### src/design/ftm_pkg.sv
// Shared types, codes and helpers for the fault table manager.
`default_nettype none
package ftm_pkg;

   localparam int TABLE_SIZE_DEF = 32;
   localparam int ID_WIDTH_DEF   = 16;

   localparam int OCC_W = 16;
   localparam int SEV_W = 2;

   localparam logic [OCC_W-1:0] OCC_MAX = 16'hFFFF;

   // commands
   localparam logic [1:0] CMD_REPORT    = 2'd0;
   localparam logic [1:0] CMD_CLEAR     = 2'd1;
   localparam logic [1:0] CMD_QUERY     = 2'd2;
   localparam logic [1:0] CMD_CLEAR_ALL = 2'd3;

   // result status
   localparam logic [1:0] STS_OK        = 2'd0;
   localparam logic [1:0] STS_FULL      = 2'd1;
   localparam logic [1:0] STS_NOT_FOUND = 2'd2;
   localparam logic [1:0] STS_LATCHED   = 2'd3;

   localparam logic [SEV_W-1:0] SEV_CRITICAL = 2'd3;

   // result word, first field in the highest bits
   typedef struct packed {
      logic             pad;
      logic [1:0]       worst_status;
      logic [5:0]       active_count;
      logic [OCC_W-1:0] record_occurrences;
      logic             record_latched;
      logic [SEV_W-1:0] record_severity;
      logic             record_valid;
      logic             fault_active;
      logic [1:0]       status_code;
   } rsp_word_type;

   // scan unit status toward the sequencer
   typedef struct packed {
      logic             done;
      logic             found;
      logic             free_found;
      logic             m_latched;
      logic [SEV_W-1:0] m_sev;
      logic [OCC_W-1:0] m_occ;
      logic [SEV_W-1:0] worst;
   } scan_stat_type;

   function automatic logic [SEV_W-1:0] sev_max(input logic [SEV_W-1:0] a,
                                                input logic [SEV_W-1:0] b);
      return (a > b) ? a : b;
   endfunction

endpackage
`default_nettype wire

### src/design/fault_table_manager_unit.sv
// Fault table manager top level: command sequencer, live bits, entry RAM and result register.
//
// Input channel req_*: one command word per handshake (tuser = command, tdata = id and
// severity). Output channel rsp_*: exactly one result word per command, in order.
// Entries (id, severity, occurrence count, latched flag) sit in one RAM with a
// registered read; a live bit per entry sits in flip-flops.
// Report, clear and query read the whole table once through the RAM read port, one
// entry a cycle; clear-all skips the scan and goes straight to the result step.
// One command is in work at a time; req_tready is high only while idle.
// The result sits in an output register: the next command is taken while it waits.
// If rsp_tready stays low, a second finished command holds in its write-back step
// until the result register empties; nothing is dropped.
// Reset clears all live bits, the live count and both handshakes; RAM contents need
// no clearing since a dead entry is never looked at. Clear-all works the same way.
`default_nettype none
module fault_table_manager_unit import ftm_pkg::*; #(
   parameter int TABLE_SIZE = TABLE_SIZE_DEF,
   parameter int ID_WIDTH   = ID_WIDTH_DEF
) (
   input  wire logic        clock,
   input  wire logic        reset,
   input  wire logic        req_tvalid,
   output logic             req_tready,
   input  wire logic [23:0] req_tdata,  // fault_id[15:0], severity[17:16], zero pad
   input  wire logic [1:0]  req_tuser,  // cmd[1:0]
   output logic             rsp_tvalid,
   input  wire logic        rsp_tready,
   // status_code[1:0], fault_active[2], record_valid[3], record_severity[5:4],
   // record_latched[6], record_occurrences[22:7], active_count[28:23],
   // worst_status[30:29], zero pad
   output logic      [31:0] rsp_tdata
);

   localparam int AW = (TABLE_SIZE > 1) ? $clog2(TABLE_SIZE) : 1;
   localparam int LW = $clog2(TABLE_SIZE + 1);
   localparam int WW = ID_WIDTH + OCC_W + SEV_W + 1;

   localparam logic [1:0] ST_IDLE = 2'd0;
   localparam logic [1:0] ST_SCAN = 2'd1;
   localparam logic [1:0] ST_DONE = 2'd2;

   logic [1:0]            state_ff, state_in;
   logic [1:0]            cmd_ff, cmd_in;
   logic [ID_WIDTH-1:0]   id_ff, id_in;
   logic [SEV_W-1:0]      sev_ff, sev_in;
   logic [TABLE_SIZE-1:0] live_ff, live_in;
   logic [LW-1:0]         count_ff, count_in;
   logic                  rsp_valid_ff, rsp_valid_in;
   rsp_word_type          rsp_data_ff, rsp_data_in;

   logic          accept, out_free, scan_start;
   scan_stat_type stat;
   logic [AW-1:0] match_addr, free_addr;
   logic          rd_en;
   logic [AW-1:0] rd_addr;
   logic [WW-1:0] rd_data;
   logic          wr_en;
   logic [AW-1:0] wr_addr;
   logic [WW-1:0] wr_data;

   logic [OCC_W-1:0] n_occ;
   logic [SEV_W-1:0] n_sev;
   logic             n_lat;

   assign req_tready = (state_ff == ST_IDLE);
   assign accept     = req_tvalid && req_tready;
   assign out_free   = !rsp_valid_ff || rsp_tready;
   assign scan_start = accept && (req_tuser != CMD_CLEAR_ALL);

   ftm_scan #(
      .TABLE_SIZE (TABLE_SIZE),
      .ID_WIDTH   (ID_WIDTH)
   ) u_scan (
      .clock      (clock),
      .reset      (reset),
      .start      (scan_start),
      .id         (id_ff),
      .live       (live_ff),
      .rd_en      (rd_en),
      .rd_addr    (rd_addr),
      .rd_data    (rd_data),
      .stat       (stat),
      .match_addr (match_addr),
      .free_addr  (free_addr)
   );

   ftm_ram #(
      .WIDTH (WW),
      .DEPTH (TABLE_SIZE)
   ) u_ram (
      .clock   (clock),
      .wr_en   (wr_en),
      .wr_addr (wr_addr),
      .wr_data (wr_data),
      .rd_en   (rd_en),
      .rd_addr (rd_addr),
      .rd_data (rd_data)
   );

   // report update of the matched entry, or fresh entry in the free slot
   always_comb begin
      if (stat.found) begin
         n_occ = (stat.m_occ == OCC_MAX) ? stat.m_occ : stat.m_occ + OCC_W'(1);
         n_sev = sev_max(stat.m_sev, sev_ff);
         n_lat = stat.m_latched || (n_sev == SEV_CRITICAL);
      end else begin
         n_occ = OCC_W'(1);
         n_sev = sev_ff;
         n_lat = (sev_ff == SEV_CRITICAL);
      end
   end

   assign wr_addr = stat.found ? match_addr : free_addr;
   assign wr_data = {n_lat, n_sev, n_occ, id_ff};

   always_comb begin
      state_in     = state_ff;
      cmd_in       = cmd_ff;
      id_in        = id_ff;
      sev_in       = sev_ff;
      live_in      = live_ff;
      count_in     = count_ff;
      rsp_valid_in = rsp_valid_ff && !rsp_tready;
      rsp_data_in  = rsp_data_ff;
      wr_en        = 1'b0;
      unique case (state_ff)
         ST_IDLE: begin
            if (accept) begin
               cmd_in   = req_tuser;
               id_in    = ID_WIDTH'(req_tdata[15:0]);
               sev_in   = req_tdata[17:16];
               state_in = (req_tuser == CMD_CLEAR_ALL) ? ST_DONE : ST_SCAN;
            end
         end
         ST_SCAN: begin
            if (stat.done) begin
               state_in = ST_DONE;
            end
         end
         ST_DONE: begin
            if (out_free) begin
               state_in     = ST_IDLE;
               rsp_valid_in = 1'b1;
               rsp_data_in  = '0;
               rsp_data_in.worst_status = stat.worst;
               unique case (cmd_ff)
                  CMD_REPORT: begin
                     if (stat.found || stat.free_found) begin
                        wr_en = 1'b1;
                        if (!stat.found) begin
                           live_in[free_addr] = 1'b1;
                           count_in = count_ff + LW'(1);
                        end
                        rsp_data_in.record_valid       = 1'b1;
                        rsp_data_in.record_severity    = n_sev;
                        rsp_data_in.record_latched     = n_lat;
                        rsp_data_in.record_occurrences = n_occ;
                        rsp_data_in.worst_status       = sev_max(stat.worst, n_sev);
                     end else begin
                        rsp_data_in.status_code = STS_FULL;
                     end
                  end
                  CMD_CLEAR: begin
                     if (!stat.found) begin
                        rsp_data_in.status_code = STS_NOT_FOUND;
                     end else if (stat.m_latched) begin
                        rsp_data_in.status_code  = STS_LATCHED;
                        rsp_data_in.worst_status = sev_max(stat.worst, stat.m_sev);
                     end else begin
                        live_in[match_addr] = 1'b0;
                        if (count_ff != '0) begin
                           count_in = count_ff - LW'(1);
                        end
                     end
                  end
                  CMD_QUERY: begin
                     rsp_data_in.fault_active = stat.found;
                     if (stat.found) begin
                        rsp_data_in.worst_status = sev_max(stat.worst, stat.m_sev);
                     end
                  end
                  CMD_CLEAR_ALL: begin
                     live_in  = '0;
                     count_in = '0;
                     rsp_data_in.worst_status = '0;
                  end
                  default: begin
                  end
               endcase
               rsp_data_in.active_count = 6'(count_in);
            end
         end
         default: begin
            state_in = ST_IDLE;
         end
      endcase
   end

   always_ff @(posedge clock) begin
      if (reset) begin
         state_ff     <= ST_IDLE;
         live_ff      <= '0;
         count_ff     <= '0;
         rsp_valid_ff <= 1'b0;
      end else begin
         state_ff     <= state_in;
         live_ff      <= live_in;
         count_ff     <= count_in;
         rsp_valid_ff <= rsp_valid_in;
      end
   end

   always_ff @(posedge clock) begin
      cmd_ff      <= cmd_in;
      id_ff       <= id_in;
      sev_ff      <= sev_in;
      rsp_data_ff <= rsp_data_in;
   end

   assign rsp_tvalid = rsp_valid_ff;
   assign rsp_tdata  = rsp_data_ff;

endmodule
`default_nettype wire

### src/design/ftm_ram.sv
// Generic single-port-write, single-port-read RAM with registered read data.
`default_nettype none
module ftm_ram #(
   parameter int WIDTH = 8,
   parameter int DEPTH = 32,
   localparam int AW = (DEPTH > 1) ? $clog2(DEPTH) : 1
) (
   input  wire logic             clock,
   input  wire logic             wr_en,
   input  wire logic [AW-1:0]    wr_addr,
   input  wire logic [WIDTH-1:0] wr_data,
   input  wire logic             rd_en,
   input  wire logic [AW-1:0]    rd_addr,
   output logic      [WIDTH-1:0] rd_data
);

   logic [WIDTH-1:0] mem [DEPTH];

   always_ff @(posedge clock) begin
      if (wr_en) begin
         mem[wr_addr] <= wr_data;
      end
      if (rd_en) begin
         rd_data <= mem[rd_addr];
      end
   end

endmodule
`default_nettype wire

### src/design/ftm_scan.sv
// Table scan: walks every entry once, finds the id match, first free slot and worst severity of the other live entries.
`default_nettype none
module ftm_scan import ftm_pkg::*; #(
   parameter int TABLE_SIZE = TABLE_SIZE_DEF,
   parameter int ID_WIDTH   = ID_WIDTH_DEF,
   localparam int AW = (TABLE_SIZE > 1) ? $clog2(TABLE_SIZE) : 1,
   localparam int WW = ID_WIDTH + OCC_W + SEV_W + 1
) (
   input  wire logic                  clock,
   input  wire logic                  reset,
   input  wire logic                  start,
   input  wire logic [ID_WIDTH-1:0]   id,
   input  wire logic [TABLE_SIZE-1:0] live,
   output logic                       rd_en,
   output logic      [AW-1:0]         rd_addr,
   input  wire logic [WW-1:0]         rd_data,
   output scan_stat_type              stat,
   output logic      [AW-1:0]         match_addr,
   output logic      [AW-1:0]         free_addr
);

   localparam int CW = $clog2(TABLE_SIZE + 1);

   logic             busy_ff, busy_in;
   logic [CW-1:0]    cnt_ff, cnt_in;
   logic             chk_valid_ff, chk_valid_in;
   logic [AW-1:0]    chk_addr_ff, chk_addr_in;
   logic             found_ff, found_in;
   logic             free_ff, free_in;
   logic             m_lat_ff, m_lat_in;
   logic [SEV_W-1:0] m_sev_ff, m_sev_in;
   logic [OCC_W-1:0] m_occ_ff, m_occ_in;
   logic [AW-1:0]    m_addr_ff, m_addr_in;
   logic [AW-1:0]    f_addr_ff, f_addr_in;
   logic [SEV_W-1:0] worst_ff, worst_in;

   logic                live_chk, hit, free_hit, issue, done;
   logic [ID_WIDTH-1:0] e_id;
   logic [OCC_W-1:0]    e_occ;
   logic [SEV_W-1:0]    e_sev;
   logic                e_lat;

   assign e_id  = rd_data[ID_WIDTH-1:0];
   assign e_occ = rd_data[ID_WIDTH+OCC_W-1:ID_WIDTH];
   assign e_sev = rd_data[ID_WIDTH+OCC_W+SEV_W-1:ID_WIDTH+OCC_W];
   assign e_lat = rd_data[WW-1];

   assign issue    = busy_ff && (cnt_ff < CW'(TABLE_SIZE));
   assign done     = busy_ff && !issue && !chk_valid_ff;
   assign live_chk = live[chk_addr_ff];
   assign hit      = chk_valid_ff && live_chk && (e_id == id) && !found_ff;
   assign free_hit = chk_valid_ff && !live_chk && !free_ff;

   assign rd_en   = issue;
   assign rd_addr = cnt_ff[AW-1:0];

   always_comb begin
      busy_in      = busy_ff;
      cnt_in       = cnt_ff;
      chk_valid_in = issue;
      chk_addr_in  = cnt_ff[AW-1:0];
      found_in     = found_ff;
      free_in      = free_ff;
      m_lat_in     = m_lat_ff;
      m_sev_in     = m_sev_ff;
      m_occ_in     = m_occ_ff;
      m_addr_in    = m_addr_ff;
      f_addr_in    = f_addr_ff;
      worst_in     = worst_ff;
      if (start) begin
         busy_in      = 1'b1;
         cnt_in       = '0;
         chk_valid_in = 1'b0;
         found_in     = 1'b0;
         free_in      = 1'b0;
         worst_in     = '0;
      end else begin
         if (issue) begin
            cnt_in = cnt_ff + CW'(1);
         end
         if (done) begin
            busy_in = 1'b0;
         end
         if (hit) begin
            found_in  = 1'b1;
            m_lat_in  = e_lat;
            m_sev_in  = e_sev;
            m_occ_in  = e_occ;
            m_addr_in = chk_addr_ff;
         end
         if (free_hit) begin
            free_in   = 1'b1;
            f_addr_in = chk_addr_ff;
         end
         // matched entry is left out here; the sequencer adds its severity (updated on a report) where it stays live
         if (chk_valid_ff && live_chk && !hit) begin
            worst_in = sev_max(worst_ff, e_sev);
         end
      end
   end

   always_ff @(posedge clock) begin
      if (reset) begin
         busy_ff      <= 1'b0;
         chk_valid_ff <= 1'b0;
         cnt_ff       <= '0;
         found_ff     <= 1'b0;
         free_ff      <= 1'b0;
         worst_ff     <= '0;
      end else begin
         busy_ff      <= busy_in;
         chk_valid_ff <= chk_valid_in;
         cnt_ff       <= cnt_in;
         found_ff     <= found_in;
         free_ff      <= free_in;
         worst_ff     <= worst_in;
      end
   end

   always_ff @(posedge clock) begin
      chk_addr_ff <= chk_addr_in;
      m_lat_ff    <= m_lat_in;
      m_sev_ff    <= m_sev_in;
      m_occ_ff    <= m_occ_in;
      m_addr_ff   <= m_addr_in;
      f_addr_ff   <= f_addr_in;
   end

   assign stat.done       = done;
   assign stat.found      = found_ff;
   assign stat.free_found = free_ff;
   assign stat.m_latched  = m_lat_ff;
   assign stat.m_sev      = m_sev_ff;
   assign stat.m_occ      = m_occ_ff;
   assign stat.worst      = worst_ff;
   assign match_addr      = m_addr_ff;
   assign free_addr       = f_addr_ff;

endmodule
`default_nettype wire

### config.mk
export PLATFORM = sky130hd
export DESIGN_NAME = fault_table_manager_unit
export DESIGN_NICKNAME = d
export VERILOG_FILES = /design/src/design/ftm_pkg.sv /design/src/design/fault_table_manager_unit.sv /design/src/design/ftm_ram.sv /design/src/design/ftm_scan.sv
export SDC_FILE = /design/constraint.sdc
export NUM_CORES = 1
export LEC_CHECK = 0
export ABC_AREA = 1
export BUFFER_PORTS_ARGS = -buffer_cell sky130_fd_sc_hd__buf_2
export CORE_UTILIZATION = 30
export DETAILED_ROUTE_END_ITERATION = 10
export PLACE_DENSITY = 0.55
export SETUP_SLACK_MARGIN = 0.4
export SKIP_CTS_REPAIR_TIMING = 1
export SLEW_MARGIN = 20
export SYNTH_ARGS = -nofsm -noshare
export SYNTH_HDL_FRONTEND = slang
export SYNTH_HIERARCHICAL = 1
export SYNTH_SLANG_ARGS = --single-unit
export TNS_END_PERCENT = 50
### constraint.sdc
create_clock -name clock -period 4 [get_ports clock]
set_clock_uncertainty 0.15 [all_clocks]
set_input_delay 0.4 -clock clock [delete_from_list [all_inputs] [get_ports clock]]
set_output_delay 0.4 -clock clock [all_outputs]
set_load 0.02 [all_outputs]
-- Yosys cells after proc, flatten, opt, wreduce, memory -nomap -nowiden
Memory sizes are Yosys's and may differ from the RTL's. A register that Yosys moved wholly into a read port is not among the register bits.
Cells that the tools add are included.
- $add $sub $neg: 4
- multipliers: 0
- div/mod/pow operators: 0
- $lt $le $gt $ge: 10
- equal/unequal tests: 18
- shift operators: 0
- multiplexer cells: 50
- bitwise operators: 5
- reductions and logical operators: 39
- operators by type and width (operator ; count):
    $mux W32 ; 4
    $pmux W32 S3 ; 1
    $and A32 B32 Y32 ; 1
    $mux W16 ; 2
    $not A32 Y32 ; 1
    $or A32 B32 Y32 ; 1
    $mux W6 ; 5
    $mux W2 ; 14
    $lt A5 B6 Y1 const B ; 3
    $pmux W6 S3 ; 1
    $add A16 B1 Y16 const B ; 1
    $eq A16 B16 Y1 ; 1
    $eq A16 B16 Y1 const B ; 1
    $mux W1 ; 16
    $logic_and A1 B1 Y1 ; 14
    $add A6 B1 Y6 const B ; 2
    $eq A2 B2 Y1 const B ; 6
    $reduce_and A2 Y1 ; 6
    $demux W1 S5 ; 2
    $ge A5 B1 Y1 const B ; 2
    $ne A2 B2 Y1 const B ; 5
    $gt A2 B2 Y1 ; 4
    $logic_not A1 Y1 ; 8
    $pmux W2 S4 ; 1
    17 further kinds ; 24
- register bits: 138
- bits in latches: 0
- bits in writable memories: 1120
- memory bits (read-only): 0
- input bits: 30
- memories: 1
- memory list (name ; words ; bits a word ; rd ports ; clocked after Yosys merged registers in ; wr ports ; RTL line ; RTL):
    u_ram.mem ; 32 ; 35 ; 1 ; 1 ; 1 ; ftm_ram.sv:17 ; logic [WIDTH-1:0] mem [DEPTH];

-- Depth between registers and ports, before layout
- depth after elaboration: 9
- gate-level depth with buffers: 15
- depth with buffers taken out: 15

-- By module
Netlist, hierarchy kept.
- modules (own cells, without submodules) (module ; times used ; cells each ; area an instance (sq um) ; seq. area each (sq um)):
    ftm_ram ; 1 ; 3862 ; 46211.8 ; 34683.3
    fault_table_manager_unit ; 1 ; 704 ; 5286.3 ; 2352.3
    ftm_scan ; 1 ; 266 ; 2284.7 ; 1211.2

-- Least setup slack after synthesis
OpenSTA, ideal clock, no wires.
- kind: flip-flop to flip-flop
- start point: register state_ff[1]
- end point: memory u_ram/mem[31][0] (netlist name) (enable)
- setup time: 0.427 ns
- data arrival time: 3.355 ns
- setup slack: 0.067 ns
- stages on the path, launching flop included: 10
- path buffers: 1
- period minus slack after synthesis: 3.933 ns
- path through: dfxtp_1 inv_2 nor2_2 inv_2 nor2_4 inv_2 clkbuf_1 nor2_1 nand3_1 nor2_1
- cells in the longest elaborated chain, start to end: 4
- ends and longest elaborated chain (what ; RTL line ; RTL):
    start, declared ; fault_table_manager_unit.sv:42 ; logic [1:0] state_ff, state_in;
    start signal, assigned ; fault_table_manager_unit.sv:206 ; state_ff <= state_in;
    $eq A2 B2 Y1 ; fault_table_manager_unit.sv:126 ; unique case (state_ff)
    $mux W1 ; fault_table_manager_unit.sv:126 ;
    named net wr_en ; fault_table_manager_unit.sv:57 ; logic wr_en;
    $mux W1 ; ftm_ram.sv:20 ; if (wr_en) begin
    $mux W1 (implied by the code) ; ftm_ram.sv:21 ; mem[wr_addr] <= wr_data;
    end, declared ; ftm_ram.sv:17 ;
The timed path passes the listed nets, and every way through them passes these cells.

-- Worst setup path in the final report
- start point: register u_scan.found_ff
- end point: memory u_ram/mem[7][11] (netlist name) (enable)
- cells in the longest elaborated chain, start to end: 7
- ends and longest elaborated chain (what ; RTL line ; RTL):
    start, declared ; ftm_scan.sv:28 ; logic found_ff, found_in;
    start signal, assigned ; ftm_scan.sv:114 ; found_ff <= found_in;
    $logic_or A1 B1 Y1 ; fault_table_manager_unit.sv:148 ; if (stat.found || stat.free_found) begin
    $mux W1 ; fault_table_manager_unit.sv:148 ;
    $mux W1 ; fault_table_manager_unit.sv:146 ; unique case (cmd_ff)
    $mux W1 ; fault_table_manager_unit.sv:141 ; if (out_free) begin
    $mux W1 ; fault_table_manager_unit.sv:126 ;
    named net wr_en ; fault_table_manager_unit.sv:57 ;
    $mux W1 ; ftm_ram.sv:20 ;
    $mux W1 (implied by the code) ; ftm_ram.sv:21 ;
The timed path passes the listed nets, and every way through them passes these cells.

==> implementation parameters <==
Parameter                              Value

Placement
  Placed wire-length estimate ... around 80 mm
  Setup slack at placement ... a little over 600 ps
  Final Wtd Congestion ... between 0.8 and 0.9
  # port buffers ... 56
  Total instance count after detailed placement ... slightly above 7000
  Placed cell areas ... 57500 µm²

Critical path
  Depth of the most critical reg-to-reg path ... 8
  Reg-to-Reg Start ... u_scan/found_ff
  Buffers and inverters on the worst path ... 3
  Kind of critical path ... reg -> reg
  Slowest stage delay, CP ... 710 ps
  Kind of cell adding the most delay to the critical path ... simple AND/OR/NAND/NOR gates
  Startpoint of the most critical setup path ... u_scan/found_ff
  Series of cell instances along the critical path ... nor2_1 > nor2_1 > inv_2 > nor2_1 > nand3_1 > buf_4 > nor2_4 > buf_4
  CP Capture Type ... flip-flop
  Signal arrival time at the worst endpoint ... 3740 ps
  Cell with the biggest individual delay on the critical path ... sky130_fd_sc_hd__dfxtp_1
  CP startpoint kind ... flip-flop
  Most prevalent standard cell on the critical path ... sky130_fd_sc_hd__nor2_1
  CP Data Required Time ... 4250 ps
  Largest fanout of any net on the critical path ... 24
  Count of cell instances traversed by the critical path ... 8

Power
  Total power draw ... 29.5 mW
  Leak Pwr ... approximately 23 nW
  VDD IR-drop max ... around 0.44 mV
  Areal power density over the cells ... between 400 and 500 nW/µm²

Timing
  Number of hold violations in the final report ... 0
  Final worst path period share ... between 80% and 90%
  Fin crit period ... 3490 ps
  Setup TNS after final layout ... 0 ps
  Worst hold slack across all endpoints ... 193 ps
  Number of max-slew violations in the final report ... 0
  Setup repair after global routing missed its margin ... no
  Fmax ... 287 MHz
  Slew at the pin with the worst max-slew slack ... 1150 ps
  Post-route worst setup slack ... 514 ps
  Total of endpoints with negative setup slack in the final report ... 0
  Worst relative slew slack ... 22.4%

Run status
  Status ... completed

Global route
  Antenna violations before repair ... 3
  Total track usage ... 16.3%
  Total congestion overflow after global routing ... 0
  Pin count of the biggest net entering global routing ... 178
  Global-route met3 utilization ... 2.35%
  Global routing usage on met2 ... 26.4%
  Via count of the first global-routing pass ... about 34000
  Layer carrying the most global-route usage ... met2
  Global-route wire length before repair ... between 200 and 250 mm
  Global routing usage on met1 ... between 20 and 25%

Detailed routing
  Count of nets left with antenna violations after detail routing ... 0
  DRC violations left ... 0
  Detailed-route vias per instance ... 4.89
  Number of DRC markers after the initial detailed-route iteration ... 3862
  Routed length per placed instance ... ~20 µm
  Via count ... 36200
  Total wirelength of the detailed-routed design ... ~150 mm
  Number of detailed-routing iterations run before antenna repair ... 6

Die
  Floorplan core area ... 178000 µm²
  Std cell rows ... approximately 160
  Die Span X ... 425 µm
  Starting Density ... between 30% and 40%
  Die Ht ... 425 µm
  Die area ... between 150000 and 200000 µm²
  Number of top-level pins ... 64

Cells and area
  Share of cells above drive strength 1 ... between 9 and 10%
  Top library cells by usage in the layout, fill and taps aside ... sky130_fd_sc_hd__nand2_1, sky130_fd_sc_hd__edfxtp_1, sky130_fd_sc_hd__nand3_1, sky130_fd_sc_hd__clkbuf_16, sky130_fd_sc_hd__inv_1
  Relative area change from synthesis to final layout ... 15.5%
  Final net count ... roughly 5000
  Fraction of the core area covered by cells at the end of the flow ... 34.8%
  Number of filler instances in the final layout ... 17500
  Post-route cell area ... 62100 µm²
  Number of cells in the finished layout apart from fillers ... around 7400
  Most common library cell in the layout ignoring fill and taps ... sky130_fd_sc_hd__nand2_1

Hold path
  Number of cells on the worst hold path ... 2
  Min-delay src ... req_tdata[8]
  Kind of path behind the tightest hold check ... in -> reg

Logic synthesis
  Total standard cell area after synthesis ... 53800 µm²
  Dominant synthesized flop cell ... sky130_fd_sc_hd__edfxtp_1
  Syn_nets ... 4878
  Synthesized area per cell ... 11.1 µm²
  Async set-or-reset flop fraction in the synthesized netlist ... 0%
  Sequential fraction of the synthesis area ... between 70% and 80%
  Number of instances in the synthesized netlist ... 4832
  Count of yosys warnings during synthesis ... 6
  Number of flops mapped to enable cells by yosys ... 1235
  Post-synthesis sequential element count ... approximately 1300
  Number of distinct standard cells referenced by the synthesized netlist ... 45

Clocking
  CTS Buf Count ... 141
  TritonCTS clock tree ... yes
  Clock network latency to the later pin of the worst-skew pair ... 780 ps
  CTS max path bufs ... 3
  Count of H-tree levels built during CTS ... 4
  Number of sinks handled by clock tree synthesis ... 1293
  Clk pin slew, worst setup/hold paths ... 60 ps
  Root buffer cell ... sky130_fd_sc_hd__clkbuf_16

Job
  Max-cap check violation count ... 0
## area by class of cell
class / count / area [µm²] / area share [%]
well taps: 2355 / 2950 / 4.75
diodes: 2 / 5.00 / 0.00806
repair buffers: 229 / 2090 / 3.36
flip-flops and latches: 1293 / 38300 / 61.6
multi-input cells: 3122 / 13800 / 22.3
inverters: 143 / 571 / 0.919
clock inverters: 67 / 563 / 0.907
clock buffers: 190 / 3830 / 6.16
## sequential cells by signal (all words and copies together) (netlist names)
name,flops
u_scan/free_addr,5
u_scan/chk_addr_ff,5
cmd_ff,2
live_ff,32
count_ff,6
u_scan/found_ff,1
state_ff,2
u_scan/m_sev_ff,2
id_ff,16
u_ram/mem,1120
u_scan/busy_ff,1
u_scan/m_occ_ff,16
sev_ff,2
u_ram/rd_data,35
rsp_tdata,31
u_scan/match_addr,5
u_scan/free_ff,1
u_scan/worst_ff,2
u_scan/cnt_ff,6
rsp_tvalid,1
u_scan/chk_valid_ff,1
u_scan/m_lat_ff,1
## final timing paths
kind / to / slack [ps]
setup / recovery: u_ram/mem[7][11] / 510
hold / removal: id_ff[8] / 190
setup reg to reg: u_ram/mem[7][11] / 510
hold reg to reg: u_scan/m_occ_ff[2] / 270
## cells by family (layout without fill, tap and decap cells)
logic type | Yosys count | count (layout) | synth area share [%]
AOI/OAI and AO/OA | 200 | 200 | 1.99
DFF | 1293 | 1293 | 71.1
other | 1 | 3 | 0.00697
xor gates and xnor gates | 9 | 9 | 0.147
and+or+nand+nor | 2896 | 2896 | 22.7
adders and majority gates | 16 | 16 | 0.372
buffers and inverters | 417 | 629 | 3.66
## where the power goes
part	internal, mW	total (mW)	leakage [nW]	switching (mW)
registers	14.9	15.0	12.2	0.0812
clock network	7.13	12.4	2.14	5.31
logic	0.575	2.09	8.31	1.52
## synth_stat cells (all sizes together), types with 21 or more instances
cell type | n | area (µm²)
nand2 | 1811 | 6840
edfxtp | 1235 | 37100
nand3 | 916 | 4610
buf | 212 | 1190
inv | 141 | 537
nor2 | 129 | 531
a21oi | 85 | 429
o21ai | 74 | 370
clkbuf | 62 | 233
dfxtp | 58 | 1160
o22ai | 32 | 200
nor3 | 21 | 110
## metal layers
| layer | share of wire (%) | up-vias |
|---|---|---|
| li1 | - | 17000 |
| met1 | 45 | 17800 |
| met2 | 47 | 1202 |
| met3 | 6.2 | 212 |
| met4 | 2.2 | 2 |
| met5 | 0.0087 | - |
(Power assumes the default switching activity.)
